`src/rtl/xlb_pkg.sv`:
```
// Shared types and constants for the XOR linear basis core.
package xlb_pkg;

  // Vector width and pivot index width
  localparam int unsigned VEC_BITS = 63;
  localparam int unsigned IDX_W    = $clog2(VEC_BITS);

  // Command codes
  localparam logic [1:0] CMD_INSERT = 2'd0;
  localparam logic [1:0] CMD_QUERY  = 2'd1;
  localparam logic [1:0] CMD_CLEAR  = 2'd2;

  // Input word
  typedef struct packed {
    logic [1:0]          cmd;
    logic [VEC_BITS-1:0] vector_value;
  } item_t;

  // Result word
  typedef struct packed {
    logic [VEC_BITS-1:0] max_xor;
    logic                was_independent;
  } result_t;

  // Word travelling down the cell chain
  typedef struct packed {
    logic                valid;
    logic [1:0]          cmd;
    logic [VEC_BITS-1:0] v;
    logic                found;
    logic [IDX_W-1:0]    pivot;
  } flow_t;

  // Row update broadcast at the end of a pass
  typedef struct packed {
    logic                upd;
    logic                clr;
    logic [IDX_W-1:0]    pivot;
    logic [VEC_BITS-1:0] v;
  } commit_t;

endpackage

```
`src/rtl/xlb_cell.sv`:
```
// One basis cell: holds the row for a single pivot bit and reduces the passing word.
module xlb_cell
  import xlb_pkg::*;
#(
  parameter int unsigned POS = 0
) (
  input  logic    clk,
  input  logic    rst,
  input  flow_t   flow_in,
  input  commit_t commit,
  output flow_t   flow_out
);

  logic [VEC_BITS-1:0] row;
  flow_t               flow_next;
  logic                row_nz;
  logic                vbit;

  assign row_nz = |row;
  assign vbit   = flow_in.v[POS];

  // Reduce the word against this row
  always_comb begin
    flow_next = flow_in;
    case (flow_in.cmd)
      CMD_INSERT: begin
        if (vbit && row_nz) begin
          flow_next.v = flow_in.v ^ row;
        end else if (vbit && !flow_in.found) begin
          flow_next.found = 1'b1;
          flow_next.pivot = IDX_W'(POS);
        end
      end
      CMD_QUERY: begin
        // Taking the row raises the value exactly when its pivot bit is clear
        if (!vbit && row_nz) begin
          flow_next.v = flow_in.v ^ row;
        end
      end
      default: begin
        flow_next = flow_in;
      end
    endcase
  end

  // Advance the word to the next cell down
  always_ff @(posedge clk) begin
    if (rst) begin
      flow_out <= '0;
    end else begin
      flow_out <= flow_next;
    end
  end

  // Hold the row; store a new pivot row or eliminate the new pivot bit
  always_ff @(posedge clk) begin
    if (rst || commit.clr) begin
      row <= '0;
    end else if (commit.upd) begin
      if (commit.pivot == IDX_W'(POS)) begin
        row <= commit.v;
      end else if (commit.pivot < IDX_W'(POS) && row[commit.pivot]) begin
        row <= row ^ commit.v;
      end
    end
  end

endmodule

```
`config.mk`:
```
export PLATFORM = sky130hd
export DESIGN_NAME = xlb_cell
export DESIGN_NICKNAME = d
export VERILOG_FILES = /design/src/rtl/xlb_pkg.sv /design/src/rtl/xlb_cell.sv
export SDC_FILE = /design/constraint.sdc
export NUM_CORES = 1
export LEC_CHECK = 0
export BUFFER_PORTS_ARGS = -buffer_cell sky130_fd_sc_hd__buf_2
export CORE_ASPECT_RATIO = 1.25
export CORE_MARGIN = 2
export CORE_UTILIZATION = 28
export DETAILED_ROUTE_END_ITERATION = 12
export GPL_TIMING_DRIVEN = 0
export HOLD_SLACK_MARGIN = 0.03
export SLEW_MARGIN = 10
export SYNTH_ARGS = -nofsm -noshare
export SYNTH_HDL_FRONTEND = slang
export SYNTH_SLANG_ARGS = --single-unit
```
`constraint.sdc`:
```
create_clock -name clk -period 1.8 [get_ports clk]
set_input_delay 0.09 -clock clk [delete_from_list [all_inputs] [get_ports clk]]
set_output_delay 0.09 -clock clk [all_outputs]
set_load 0.01 [all_outputs]
```
==> reports/metrics.json, run 1 <==
{
  "run_status": "finished, final reports clean",
  "layout-drive-gt1-share": 0.269,
  "max_freq_mhz": 570,
  "synthesis.yosys.warnings": 0,
  "postRouteAntennaNets": 0,
  "floorplan.rows": 55,
  "post_synth_inst_count": 603,
  "grt_first_pass_wirelength_um": 27700,
  "gp_congestion": 0.795,
  "mapped_cell_area_mm2": 0.00522,
  "final-setup-viol-count": 0,
  "wl_final_um": 17900,
  "clock_tree.htree_level_count": 4,
  "first_iter_violations": 232,
  "final.fill_count": 1710,
  "synth_sequential_area_ratio": 0.521,
  "largest_net_degree_at_the_start_of_global_routing": 17,
  "cp-startpoint": "row[34]",
  "clock-skew-final_ps": 4.52,
  "detail_route.wl_per_cell_um": 14.7,
  "period_needed_ps": 1750,
  "power_density_mw_per_mm2": 871,
  "synth_top_cell_area_share": 0.521,
  "synthesis.nets": 749,
  "rsz0062_at_grt": "false",
  "peakVddDrop_mv": 0.538,
  "finalPower_mw": 7.49,
  "timing.critical_path.required_ps": 2090,
  "yosys.cell_types.count": 22,
  "drc": 0,
  "buffer_ports.inserted": 217,
  "critical_path_class": "reg -> reg",
  "arrival_ps": 2040,
  "hold_crit_path_type": "in -> reg",
  "critical_path.max_fanout": 7,
  "timing.critical_path.from_type": "register",
  "vias_per_cell": 4.38,
  "via_count": 5330,
  "final-max-slew-violation-count": 0,
  "clock_insertion_delay_worst_skew_ps": 420,
  "timing_worst_slew_pin_value_ps": 894,
  "critical_path.reg2reg.startpoint": "row[34]",
  "dieWidth_um": 126,
  "timing_hold_violations_final": 0,
  "cts_buffers": 17,
  "cts.root.buffer_cell": "sky130_fd_sc_hd__clkbuf_16",
  "clkSlewWorstSetupHoldPaths_ps": 60,
  "dieArea_mm2": 0.0198,
  "via_count_of_the_first_global_routing_pass": 5573,
  "post_route_fraction_of_the_period_consumed_by_the_critical_path": 0.974,
  "antenna-diode-count": 0,
  "timing.hold.worst.start": "rst",
  "die_height_um": 157,
  "clock-sinks": 136,
  "drt_pre_antenna_iters": 4,
  "synth.area.top_cells": "sky130_fd_sc_hd__dfxtp_1 52%, sky130_fd_sc_hd__xnor2_1 11%, sky130_fd_sc_hd__nand2_1 9.6%, sky130_fd_sc_hd__nor3b_1 8.9%, sky130_fd_sc_hd__a21oi_1 6.6%",
  "critical_path.endpoint_type": "register",
  "syn_to_final_growth_pct": 64.6,
  "leakage_nw": 3.46,
  "overall_global_routing_usage": 0.180,
  "max_capacitance_violation_count": 0,
  "final_net_count": 1121,
  "post-dp-hpwl_um": 12000,
  "pre_cts_ws_ps": -377,
  "final.setup.worst_slack_ps": 46.0,
  "cts.path.max_buffers": 2,
  "synth_seq_cells": 136,
  "synth_area_leader_cell": "sky130_fd_sc_hd__dfxtp_1",
  "initial_utilization": 0.287,
  "io_pins": 219,
  "area_of_the_multi_input_gates_mm2": 0.00237,
  "layout.area.seq_mm2": 0.00272,
  "synth.avg_cell_area_um2": 8.66,
  "worst_slew_margin_rel": 0.404,
  "tritoncts_clock_tree": "yes",
  "grt_antenna_before_repair": 0,
  "gr-total-overflow": 0,
  "core_area_mm2": 0.0182
}
[cells by family (layout without fill, tap and decap cells)]
logic type             Yosys count  in the layout  share of synthesized area
multiplexers                     1              1                    0.00192
AND/OR/NAND/NOR                291            291                      0.271
AO/OA/AOI/OAI                   70             70                     0.0678
flip-flops                     136            136                      0.521
XOR/XNOR                        63             63                      0.106
buffers and inverters           42            427                     0.0323
[layer usage]
layer | wire (um) | global-route usage | vias to the layer above
met1 | 7080 | 0.197 | 2403
met2 | 9320 | 0.329 | 179
met4 | 577 | 0.0874 | 0
met3 | 879 | 0.0397 | 40
met5 | 0 | 0 | -
li1 | - | - | 2708
[worst paths after layout]
| path | cells after the start | endpoint | slack, ps |
|---|---|---|---|
| worst max-delay path | 5 | flow_out[5] | 50 |
| worst min-delay path | 3 | flow_out[6] | 220 |
| worst max register to register | 5 | flow_out[5] | 50 |
| worst min register to register | 2 | row[18] | 470 |
[layout make-up]
class | instances | share of cell area
Clock buffer | 21 | 0.0559
Tap cell | 228 | 0.0332
Clock inverter | 11 | 0.0141
Inverter | 1 | 0.000437
Timing Repair Buffer | 353 | 0.284
Multi-Input combinational cell | 425 | 0.276
Buffer | 41 | 0.0192
Sequential cell | 136 | 0.317
[sequential cells by signal, indices dropped and copies added (netlist names)]
signal and count:
flow_out 73, row 63
[repair_timing]
| action | CTS | global route |
|---|---|---|
| hold endpoints to repair | 135 | 0 |
| endpoints found under the setup margin | 7 | 24 |
| hold buffers | 135 | 0 |
| gates resized for setup | 2 | 4 |
| pin swaps | 1 | 0 |
| setup buffers | 1 | 0 |
[power by group]
| group | switching (mW) | total [mW] | internal [mW] |
|---|---|---|---|
| Clock | 1.34 | 3.52 | 2.18 |
| Combinational | 0.385 | 0.842 | 0.458 |
| Sequential | 0.0222 | 3.12 | 3.10 |
| Total | 1.75 | 7.49 | 5.74 |
[through the flow]
stage / setup TNS [ps] / hold slack [ps] / area [um2] / util / instances
floorplan: 0 / 206 / 5220 / - / 603
global placement: -18310 / 299 / 6590 / 0.363 / 1048
detailed placement: -18660 / 314 / 6590 / 0.363 / 1048
CTS: 0 / 205 / 8570 / 0.472 / 1216
global route: 0 / 241 / 8600 / 0.473 / 1216
finish: 0 / 222 / 8600 / 0.473 / 1216
[cell usage after synthesis]
cell type                  count
sky130_fd_sc_hd__nand2_1     134
sky130_fd_sc_hd__or2_2         1
sky130_fd_sc_hd__nor3b_1      62
sky130_fd_sc_hd__nor4_1       15
sky130_fd_sc_hd__nand2b_1      1
sky130_fd_sc_hd__nand3_1       1
sky130_fd_sc_hd__xnor2_1      63
sky130_fd_sc_hd__and2_1        1
sky130_fd_sc_hd__nand4_1       3
sky130_fd_sc_hd__nor2_1       66
sky130_fd_sc_hd__dfxtp_1     136
sky130_fd_sc_hd__nor4b_1       2
sky130_fd_sc_hd__nor2b_1       3
sky130_fd_sc_hd__a22o_1        1
sky130_fd_sc_hd__clkbuf_1     26
sky130_fd_sc_hd__buf_2         9
sky130_fd_sc_hd__mux2i_1       1
sky130_fd_sc_hd__buf_1         6
sky130_fd_sc_hd__inv_1         1
sky130_fd_sc_hd__nor4_4        1
sky130_fd_sc_hd__nor3_1        1
sky130_fd_sc_hd__a21oi_1      69
[worst max-delay path, cell delays in order, from the launching register on]
cell and delay (ps):
sky130_fd_sc_hd__dfxtp_1 330, sky130_fd_sc_hd__nor4_1 420, sky130_fd_sc_hd__nand4_1 280, sky130_fd_sc_hd__nor4_4 320
sky130_fd_sc_hd__buf_4 190, sky130_fd_sc_hd__a21oi_1 80
[cells in the final DEF, fill, tap and decap left out, types with 2 or more instances in the layout]
cell type                       count
sky130_fd_sc_hd__buf_2            226
sky130_fd_sc_hd__dfxtp_1          136
sky130_fd_sc_hd__dlygate4sd3_1    135
sky130_fd_sc_hd__nand2_1          134
sky130_fd_sc_hd__a21oi_1           69
sky130_fd_sc_hd__nor2_1            66
sky130_fd_sc_hd__nor3b_1           62
sky130_fd_sc_hd__xnor2_1           62
sky130_fd_sc_hd__clkbuf_1          26
sky130_fd_sc_hd__clkbuf_16         17
sky130_fd_sc_hd__nor4_1            11
sky130_fd_sc_hd__buf_1              6
sky130_fd_sc_hd__clkinvlp_4         5
sky130_fd_sc_hd__clkbuf_8           4
sky130_fd_sc_hd__nor4_2             3
sky130_fd_sc_hd__nand4_1            3
sky130_fd_sc_hd__nor2b_1            3
sky130_fd_sc_hd__clkinv_2           3
sky130_fd_sc_hd__nor4b_1            2
sky130_fd_sc_hd__nor4_4             2
sky130_fd_sc_hd__bufinv_16          2
No activity file was read; power rests on OpenSTA's default activity.
==> run 2: changes to the inputs <==
Settings changed: ABC_CLOCK_PERIOD_IN_PS set to 1800, GPL_TIMING_DRIVEN 0 to unset, SETUP_SLACK_MARGIN set to 0.02.
==> run 2 against run 1 <==
Non-clock buffer count shrank 22. Wire length shrank 0.15%. Largest power group unchanged. Sequential share of layout area shrank 0.14 points. Sequential power is essentially flat. Maximum frequency grew 6.1%. Cell count shrank 1.6%. Global-route usage shrank 0.38 points.
==> reports/metrics.json, run 2 (synthesized netlist as in run 1, its figures left out) <==
{
  "worst-r2r-cell-count": {"value": 6, "change": "was 5"},
  "groute.layer.met2.usage": {"value": 0.341, "change": "was 0.329"},
  "period_needed": {"value": 1650, "unit": "ps", "change": "was 1750 ps"},
  "clock-sinks": {"value": 136, "change": "unchanged"},
  "final-setup-viol-count": {"value": 0, "change": "unchanged"},
  "floorplan.rows": {"value": 55, "change": "unchanged"},
  "largest_register_ff_count": {"value": 73, "change": "unchanged"},
  "gr-usage-met1": {"value": 0.179, "change": "was 0.197"},
  "via_count_of_the_first_global_routing_pass": {"value": 5530, "change": "was 5573"},
  "path_cells": {"value": "nor4_1 -> buf_4 -> nand4_1 -> nor4_4 -> buf_4 -> a21oi_1", "change": "was nor4_1 -> nand4_1 -> nor4_4 -> buf_4 -> a21oi_1"},
  "tritoncts_clock_tree": {"value": "yes", "change": "unchanged"},
  "timing_worst_slew_pin_value": {"value": 580, "unit": "ps", "change": "was 894 ps"},
  "initial_utilization": {"value": 0.287, "change": "unchanged"},
  "postRouteAntennaNets": {"value": 0, "change": "unchanged"},
  "cts_buffers": {"value": 17, "change": "unchanged"},
  "clkSlewWorstSetupHoldPaths": {"value": 60, "unit": "ps", "change": "about the same"},
  "first_iter_violations": {"value": 228, "change": "was 232"},
  "core_area": {"value": 0.0182, "unit": "mm2", "change": "unchanged"},
  "most_common_cell_after_layout_fill_and_taps_aside": {"value": "sky130_fd_sc_hd__buf_2", "change": "unchanged"},
  "arrival": {"value": 1940, "unit": "ps", "change": "was 2040 ps"},
  "clock-skew-final": {"value": 9.12, "unit": "ps", "change": "was 4.52 ps"},
  "worstPathBufferInverterCount": {"value": 2, "change": "was 1"},
  "buffer_ports.inserted": {"value": 218, "change": "was 217"},
  "worst_slew_margin_rel": {"value": 0.613, "change": "was 0.404"},
  "timing_hold_violations_final": {"value": 0, "change": "unchanged"},
  "most_frequent_cells_in_the_layout": {"value": "218 x sky130_fd_sc_hd__buf_2, 136 x sky130_fd_sc_hd__dfxtp_1, 136 x sky130_fd_sc_hd__dlygate4sd3_1", "change": "was 226 x sky130_fd_sc_hd__buf_2, 136 x sky130_fd_sc_hd__dfxtp_1, 135 x sky130_fd_sc_hd__dlygate4sd3_1"},
  "pre_cts_ws": {"value": -48.5, "unit": "ps", "change": "was -377 ps"},
  "tns": {"value": 0, "unit": "ps", "change": "unchanged"},
  "rsz0062_at_grt": {"value": "false", "change": "unchanged"},
  "timing.critical_path.max_delay_family": {"value": "simple AND/OR/NAND/NOR gates", "change": "unchanged"},
  "timing.critical_path.from_type": {"value": "register", "change": "unchanged"},
  "final_net_count": {"value": 1099, "change": "was 1121"},
  "syn_to_final_growth": {"value": 65.3, "unit": "%", "change": "was 64.6%"},
  "timing.critical_path.required": {"value": 2090, "unit": "ps", "change": "about the same"},
  "dieWidth": {"value": 126, "unit": "um", "change": "unchanged"},
  "postCtsSetupBuffers": {"value": 0, "change": "was 1"},
  "run_status": {"value": "finished, final reports clean", "change": "unchanged"},
  "post-dp-hpwl": {"value": 11400, "unit": "um", "change": "was 12000 um"},
  "peakVddDrop": {"value": 0.565, "unit": "mV", "change": "was 0.538 mV"},
  "drt_pre_antenna_iters": {"value": 4, "change": "unchanged"},
  "largest_net_degree_at_the_start_of_global_routing": {"value": 69, "change": "was 17"},
  "grt_antenna_before_repair": {"value": 2, "change": "was 0"},
  "critical_path.max_fanout": {"value": 7, "change": "unchanged"},
  "reg_top3": {"value": "flow_out: 73 flops, row: 63 flops", "change": "unchanged"},
  "max_capacitance_violation_count": {"value": 0, "change": "unchanged"},
  "final-max-slew-violation-count": {"value": 0, "change": "unchanged"},
  "final.setup.worst_slack": {"value": 148, "unit": "ps", "change": "was 46.0 ps"},
  "detail_route.wl_per_cell": {"value": 14.9, "unit": "um", "change": "was 14.7 um"},
  "drc": {"value": 0, "change": "unchanged"},
  "layout-drive-gt1-share": {"value": 0.285, "change": "was 0.269"},
  "vias_per_cell": {"value": 4.49, "change": "was 4.38"},
  "max_freq": {"value": 605, "unit": "MHz", "change": "was 570 MHz"},
  "reg2reg_to": {"value": "flow_out[2]", "change": "was flow_out[5]"},
  "wl_final": {"value": 17800, "unit": "um", "change": "was 17900 um"},
  "critical_path.reg2reg.startpoint": {"value": "row[34]", "change": "unchanged"},
  "timing.hold.worst.start": {"value": "rst", "change": "unchanged"},
  "busiest_layer": {"value": "met2", "change": "unchanged"},
  "leakage": {"value": 3.49, "unit": "nW", "change": "was 3.46 nW"},
  "clock_insertion_delay_worst_skew": {"value": 420, "unit": "ps", "change": "about the same"},
  "rrSetupSlack": {"value": 150, "unit": "ps", "change": "was 50 ps"},
  "cts.root.buffer_cell": {"value": "sky130_fd_sc_hd__clkbuf_16", "change": "unchanged"},
  "cts.path.max_buffers": {"value": 2, "change": "unchanged"},
  "critical_path_class": {"value": "reg -> reg", "change": "unchanged"},
  "overall_global_routing_usage": {"value": 0.176, "change": "was 0.180"},
  "worst_hold_path.endpoint": {"value": "flow_out[56]", "change": "was flow_out[6]"},
  "via_count": {"value": 5376, "change": "was 5330"},
  "whs_path_depth": {"value": 3, "change": "unchanged"},
  "globalRouteMet3Util": {"value": 0.0438, "change": "was 0.0397"},
  "clock_tree.htree_level_count": {"value": 4, "change": "unchanged"},
  "dieArea": {"value": 0.0198, "unit": "mm2", "change": "unchanged"},
  "critPathMostFrequentCell": "sky130_fd_sc_hd__buf_4",
  "gr-total-overflow": {"value": 0, "change": "unchanged"},
  "post_route_fraction_of_the_period_consumed_by_the_critical_path": {"value": 0.918, "change": "was 0.974"},
  "final_core_utilization": {"value": 0.475, "change": "was 0.473"},
  "io_pins": {"value": 219, "change": "unchanged"},
  "critical_path.endpoint_type": {"value": "register", "change": "unchanged"},
  "crit_slowest_cell": {"value": "sky130_fd_sc_hd__nor4_1", "change": "unchanged"},
  "gp_congestion": {"value": 0.752, "change": "was 0.795"},
  "slowest_delay": {"value": 400, "unit": "ps", "change": "was 420 ps"},
  "grt_first_pass_wirelength": {"value": 27400, "unit": "um", "change": "was 27700 um"},
  "die_height": {"value": 157, "unit": "um", "change": "unchanged"},
  "hold_crit_path_type": {"value": "in -> reg", "change": "unchanged"},
  "top_register": {"value": "flow_out", "change": "unchanged"},
  "power_density": {"value": 865, "unit": "mW/mm2", "change": "was 871 mW/mm2"}
}
==> run 2: cell types whose count changed in the layout (fill, tap and decap cells not counted), sizes merged <==
cell and delta:
dlygate4sd3 +1, diode +3, clkinv -1, buf +3, clkbuf -24, bufinv -1
==> run 2: final cells by class <==
cell class              instances  area (um2)
clock inverters                 9        90.1
multi-input cells             425        2350
inverters                       1        3.75
repair buffers                372        2660
diodes                          3        7.51
clock buffers                  23         508
well taps                     228         285
fillers                      1745        9530
flip-flops and latches        136        2720
==> run 2: what timing repair did <==
item	4_1_cts	5_1_grt
hold buffers	136	0
gates cloned	0	0
resized for setup	1	1
pin swaps	0	0
endpoints found under the hold margin	135	0
setup endpoints to repair	7	7
==> run 2: where the power goes <==
part	leakage, nW	internal (mW)	switching (mW)
clock network	0.280	2.12	1.37
logic	2.09	0.474	0.379
registers	1.12	3.10	0.0214
total	3.49	5.70	1.77
==> run 2: how the worst max path moves through the flow <==
stage               slack, ps  startpoint     endpoint  depth (start not counted)
finish                    150     row[34]  flow_out[2]                          6
global route               30     row[21]  flow_out[2]                          5
CTS                        50     row[21]  flow_out[4]                          5
detailed placement        -50     row[11]  flow_out[4]                          5
global placement          -60     row[11]  flow_out[5]                          5
floorplan                 420     row[57]  flow_out[0]                          4
==> run 2: per-stage QoR <==
stage / cell area [um2] / hold slack (ps) / power, mW / cells
global placement: 6660 / 301 / 3.79 / 1026
CTS: 8620 / 163 / 7.51 / 1194
detailed placement: 6660 / 312 / 3.79 / 1026
global route: 8630 / 188 / 7.71 / 1196
finish: 8630 / 180 / 7.47 / 1197
floorplan: 5220 / 206 / 3.45 / 603
==> run 2: worst reg2reg max path, stage by stage (launching register included) <==
cell	delay (ps)
sky130_fd_sc_hd__dfxtp_1	320
sky130_fd_sc_hd__nor4_1	400
sky130_fd_sc_hd__buf_4	180
sky130_fd_sc_hd__nand4_1	180
sky130_fd_sc_hd__nor4_4	200
sky130_fd_sc_hd__buf_4	200
sky130_fd_sc_hd__a21oi_1	70
==> run 2: metal layers <==
metal	vias up	share of wire
met5	-	0
met4	0	0.027
met3	31	0.053
met2	179	0.54
met1	2492	0.38
li1	2674	-
==> run 3: changes to the inputs <==
Settings changed: ABC_AREA set to 1.
==> run 3 against run 2 <==
The run now ends with setup timing left. Setup slack lost 190 ps. Wire length grew 77%. Register-to-register slack worse by 190 ps. Die area rose by 47%. Critical endpoint is now flow_out[44].
==> reports/metrics.json, run 3 <==
{
  "floorplan.rows": {"value": 68, "change": "was 55"},
  "reg_top3": {"value": "flow_out: 73 flops, row: 63 flops", "change": "unchanged"},
  "synth_seq_cells": {"value": 136, "change": "unchanged"},
  "netSwitchingFraction": {"value": 0.301, "change": "was 0.237"},
  "tritoncts_clock_tree": {"value": "yes", "change": "unchanged"},
  "timing.critical_path.required": {"value": 2110, "unit": "ps", "change": "was 2090 ps"},
  "busiest_layer": {"value": "met2", "change": "unchanged"},
  "largest_register_ff_count": {"value": 73, "change": "unchanged"},
  "synth_sequential_area_ratio": {"value": 0.352, "change": "was 0.521"},
  "drt_pre_antenna_iters": {"value": 5, "change": "was 4"},
  "worst_slew_margin_rel": {"value": 0.621, "change": "was 0.613"},
  "wl_final": {"value": 31500, "unit": "um", "change": "was 17800 um"},
  "max_capacitance_violation_count": {"value": 0, "change": "unchanged"},
  "final_cell_count_no_fill": {"value": 2005, "change": "was 1197"},
  "switching_pwr": {"value": 2.62, "unit": "mW", "change": "was 1.77 mW"},
  "final.fill_count": {"value": 2771, "change": "was 1745"},
  "yosys.cell_types.count": {"value": 18, "change": "was 22"},
  "largest_net_degree_at_the_start_of_global_routing": {"value": 65, "change": "was 69"},
  "clkSlewWorstSetupHoldPaths": {"value": 70, "unit": "ps", "change": "was 60 ps"},
  "cts.root.buffer_cell": {"value": "sky130_fd_sc_hd__clkbuf_16", "change": "unchanged"},
  "via_count_of_the_first_global_routing_pass": {"value": 8855, "change": "was 5530"},
  "power.combinational.fraction": {"value": 0.236, "change": "was 0.114"},
  "first_iter_violations": {"value": 597, "change": "was 228"},
  "leakage": {"value": 6.02, "unit": "nW", "change": "was 3.49 nW"},
  "clock_tree.htree_level_count": {"value": 4, "change": "unchanged"},
  "buffer_ports.inserted": {"value": 218, "change": "unchanged"},
  "path_cells": {"value": "nor2_2 -> nand2_1 -> nor2_2 -> nand2_2 -> nor2_4 -> nand2_8 -> nand2_8 -> buf_12 -> clkbuf_16 -> nand2_1 -> nand2_1 -> a21oi_2", "change": "was nor4_1 -> buf_4 -> nand4_1 -> nor4_4 -> buf_4 -> a21oi_1"},
  "crit_slowest_cell": {"value": "sky130_fd_sc_hd__dfxtp_1", "change": "was sky130_fd_sc_hd__nor4_1"},
  "io_pins": {"value": 219, "change": "unchanged"},
  "power.internal": {"value": 6.07, "unit": "mW", "change": "was 5.70 mW"},
  "cts_buffers": {"value": 17, "change": "unchanged"},
  "overall_global_routing_usage": {"value": 0.201, "change": "was 0.176"},
  "globalRouteMet3Util": {"value": 0.0278, "change": "was 0.0438"},
  "postLayoutCellArea": {"value": 0.0123, "unit": "mm2", "change": "was 0.00863 mm2"},
  "gr-total-overflow": {"value": 0, "change": "unchanged"},
  "rsz0062_at_grt": {"value": "true", "change": "was false"},
  "groute.layer.met2.usage": {"value": 0.341, "change": "about the same"},
  "timing_worst_slew_pin_value": {"value": 569, "unit": "ps", "change": "was 580 ps"},
  "die_height": {"value": 190, "unit": "um", "change": "was 157 um"},
  "timing.critical_path.max_delay_family": {"value": "simple AND/OR/NAND/NOR gates", "change": "unchanged"},
  "synth-edff-count": {"value": 0, "change": "unchanged"},
  "drc": {"value": 0, "change": "unchanged"},
  "peakVddDrop": {"value": 0.660, "unit": "mV", "change": "was 0.565 mV"},
  "synthesis.yosys.warnings": {"value": 0, "change": "unchanged"},
  "clock_insertion_delay_worst_skew": {"value": 440, "unit": "ps", "change": "was 420 ps"},
  "synth_top_cell_area_share": {"value": 0.352, "change": "was 0.521"},
  "tns": {"value": -817, "unit": "ps", "change": "was 0 ps"},
  "critPathMostFrequentCell": {"value": "sky130_fd_sc_hd__nand2_1", "change": "was sky130_fd_sc_hd__buf_4"},
  "worst-path-stages": {"value": 12, "change": "was 6"},
  "worstPathBufferInverterCount": {"value": 2, "change": "unchanged"},
  "synth_area_leader_cell": {"value": "sky130_fd_sc_hd__dfxtp_1", "change": "unchanged"},
  "cp-startpoint": {"value": "row[22]", "change": "was row[34]"},
  "run_status": {"value": "complete, but fails checks", "change": "was finished, final reports clean"},
  "post-place-cells": {"value": 1830, "change": "was 1026"},
  "dieWidth": {"value": 153, "unit": "um", "change": "was 126 um"},
  "worst-r2r-cell-count": {"value": 12, "change": "was 6"},
  "most_common_cell_after_layout_fill_and_taps_aside": {"value": "sky130_fd_sc_hd__nand2_1", "change": "was sky130_fd_sc_hd__buf_2"},
  "final_net_count": {"value": 1785, "change": "was 1099"},
  "critical_path.max_fanout": {"value": 6, "change": "was 7"},
  "critical_path_class": {"value": "reg -> reg", "change": "unchanged"},
  "grt_antenna_before_repair": {"value": 4, "change": "was 2"},
  "postRouteAntennaNets": {"value": 0, "change": "unchanged"},
  "violations": "setup timing",
  "slowest_delay": {"value": 320, "unit": "ps", "change": "was 400 ps"},
  "post_route_fraction_of_the_period_consumed_by_the_critical_path": {"value": 1.02, "change": "was 0.918"},
  "synth.avg_cell_area": {"value": 6.19, "unit": "um2", "change": "was 8.66 um2"},
  "core_area": {"value": 0.0274, "unit": "mm2", "change": "was 0.0182 mm2"},
  "post-dp-hpwl": {"value": 20500, "unit": "um", "change": "was 11400 um"},
  "vias_per_cell": {"value": 4.75, "change": "was 4.49"},
  "cts.path.max_buffers": {"value": 2, "change": "unchanged"},
  "timing.critical_path.from_type": {"value": "register", "change": "unchanged"},
  "layout-drive-gt1-share": {"value": 0.272, "change": "was 0.285"},
  "critical_path.endpoint_type": {"value": "register", "change": "unchanged"},
  "syn_to_final_growth": {"value": 58.9, "unit": "%", "change": "was 65.3%"},
  "final-max-slew-violation-count": {"value": 0, "change": "unchanged"},
  "timing_hold_violations_final": {"value": 0, "change": "unchanged"},
  "synthesis.nets": {"value": 1398, "change": "was 749"},
  "top_cell_types_by_occurrence_after_synthesis": {"value": "351 x sky130_fd_sc_hd__nand2_1, 250 x sky130_fd_sc_hd__nand3_1, 161 x sky130_fd_sc_hd__nor2_1", "change": "was 136 x sky130_fd_sc_hd__dfxtp_1, 134 x sky130_fd_sc_hd__nand2_1, 69 x sky130_fd_sc_hd__a21oi_1"},
  "post_synth_inst_count": {"value": 1252, "change": "was 603"},
  "final-setup-viol-count": {"value": 47, "change": "was 0"},
  "max_freq": {"value": 544, "unit": "MHz", "change": "was 605 MHz"},
  "final.hold.worst_slack": {"value": 18.5, "unit": "ps", "change": "was 180 ps"},
  "via_count": {"value": 9529, "change": "was 5376"},
  "mapped_cell_area": {"value": 0.00774, "unit": "mm2", "change": "was 0.00522 mm2"},
  "dieArea": {"value": 0.0290, "unit": "mm2", "change": "was 0.0198 mm2"},
  "timing.hold.worst.start": {"value": "flow_in[67]", "change": "was rst"},
  "clock-skew-final": {"value": 12.0, "unit": "ps", "change": "was 9.12 ps"},
  "clock-sinks": {"value": 136, "change": "unchanged"},
  "most_frequent_cells_in_the_layout": {"value": "324 x sky130_fd_sc_hd__nand2_1, 218 x sky130_fd_sc_hd__buf_2, 217 x sky130_fd_sc_hd__nand3_1", "change": "was 218 x sky130_fd_sc_hd__buf_2, 136 x sky130_fd_sc_hd__dfxtp_1, 136 x sky130_fd_sc_hd__dlygate4sd3_1"},
  "grt_first_pass_wirelength": {"value": 46200, "unit": "um", "change": "was 27400 um"},
  "gr-usage-met1": {"value": 0.246, "change": "was 0.179"},
  "power_frac_seq": {"value": 0.364, "change": "was 0.418"},
  "detail_route.wl_per_cell": {"value": 15.7, "unit": "um", "change": "was 14.9 um"},
  "synth_flop_cell": {"value": "sky130_fd_sc_hd__dfxtp_1", "change": "unchanged"},
  "arrival": {"value": 2150, "unit": "ps", "change": "was 1940 ps"},
  "final.setup.worst_slack": {"value": -37.6, "unit": "ps", "change": "was 148 ps"},
  "initial_utilization": {"value": 0.283, "change": "was 0.287"},
  "synth.area.top_cells": {"value": "sky130_fd_sc_hd__dfxtp_1 35%, sky130_fd_sc_hd__nand2_1 17%, sky130_fd_sc_hd__nand3_1 16%, sky130_fd_sc_hd__nor2_1 7.8%, sky130_fd_sc_hd__xnor2_1 7.0%", "change": "was sky130_fd_sc_hd__dfxtp_1 52%, sky130_fd_sc_hd__xnor2_1 11%, sky130_fd_sc_hd__nand2_1 9.6%, sky130_fd_sc_hd__nor3b_1 8.9%, sky130_fd_sc_hd__a21oi_1 6.6%"},
  "yosysMostFrequentCell": {"value": "sky130_fd_sc_hd__nand2_1", "change": "was sky130_fd_sc_hd__dfxtp_1"},
  "critical_path.reg2reg.startpoint": {"value": "row[22]", "change": "was row[34]"},
  "whs_path_depth": {"value": 5, "change": "was 3"},
  "period_needed": {"value": 1840, "unit": "ps", "change": "was 1650 ps"},
  "placedInstanceArea": {"value": 0.00976, "unit": "mm2", "change": "was 0.00666 mm2"},
  "power_density": {"value": 706, "unit": "mW/mm2", "change": "was 865 mW/mm2"},
  "gp_congestion": {"value": 0.831, "change": "was 0.752"},
  "power.share.clock": {"value": 0.399, "change": "was 0.468"},
  "hold_crit_path_type": {"value": "in -> reg", "change": "unchanged"},
  "postSynth.asyncResetShare": {"value": 0, "change": "unchanged"},
  "top_register": {"value": "flow_out", "change": "unchanged"}
}
==> run 3: what timing repair did <==
action                     4_1_cts  5_1_grt
pin swaps                        2       34
resized for setup               11       92
gates cloned                     1       10
buffers inserted                 1        2
hold buffers                   126        0
setup endpoints to repair       62       68
hold endpoints to repair       118        0
==> run 3: cell families (layout without fill, tap and decap cells) <==
| family | count (synthesis) | after routing | synth area share |
|---|---|---|---|
| simple gates | 768 | 768 | 0.415 |
| other cells | 0 | 3 | 0 |
| buf+inv | 188 | 588 | 0.100 |
| compound gates | 98 | 98 | 0.0633 |
| flops | 136 | 136 | 0.352 |
| xor+xnor | 62 | 62 | 0.0701 |
==> run 3: final cells by class <==
cell class,instances,area (um2),share of cell area
clock buffer,20,467,0.0379
tap,350,438,0.0356
antenna,3,7.51,0.000610
multi-input combinational,928,4650,0.378
inverter,104,390,0.0317
clock inverter,12,116,0.00945
timing repair buffer,452,3520,0.286
sequential,136,2730,0.221
==> run 3: path summary, 6_finish.rpt <==
kind / to / slack (ps)
setup / recovery: flow_out[44] / -40
hold / removal: flow_out[67] / 20
setup reg to reg: flow_out[44] / -40
hold reg to reg: row[60] / 470
==> run 3: metal layers <==
| layer | up-vias | share of wire |
|---|---|---|
| li1 | 4730 | - |
| met1 | 4311 | 0.40 |
| met2 | 397 | 0.50 |
| met3 | 89 | 0.052 |
| met4 | 2 | 0.047 |
| met5 | - | 0.00041 |
==> run 3: power groups by stage <==
stage | Combinational (mW) | Clock [mW] | Sequential (mW)
global placement | 1.52 | 0 | 3.24
CTS | 1.79 | 3.55 | 3.17
global route | 2.24 | 3.68 | 3.18
floorplan | 0.862 | 0 | 3.30
detailed placement | 1.54 | 0 | 3.24
finish | 2.05 | 3.47 | 3.17
==> run 3: worst min-delay path, cell delays in order <==
cell and delay, ps:
sky130_fd_sc_hd__buf_2 120, sky130_fd_sc_hd__nand2_1 70, sky130_fd_sc_hd__nand3_2 60, sky130_fd_sc_hd__nand2_1 40, sky130_fd_sc_hd__inv_1 40
==> run 3: through the flow <==
step	utilization	worst slack, ps	total power, mW
detailed placement	0.356	-92.3	4.78
CTS	0.426	-8.33	8.51
finish	0.449	-37.6	8.69
global placement	0.356	-71.7	4.75
floorplan	-	252	4.16
global route	0.449	-115	9.10
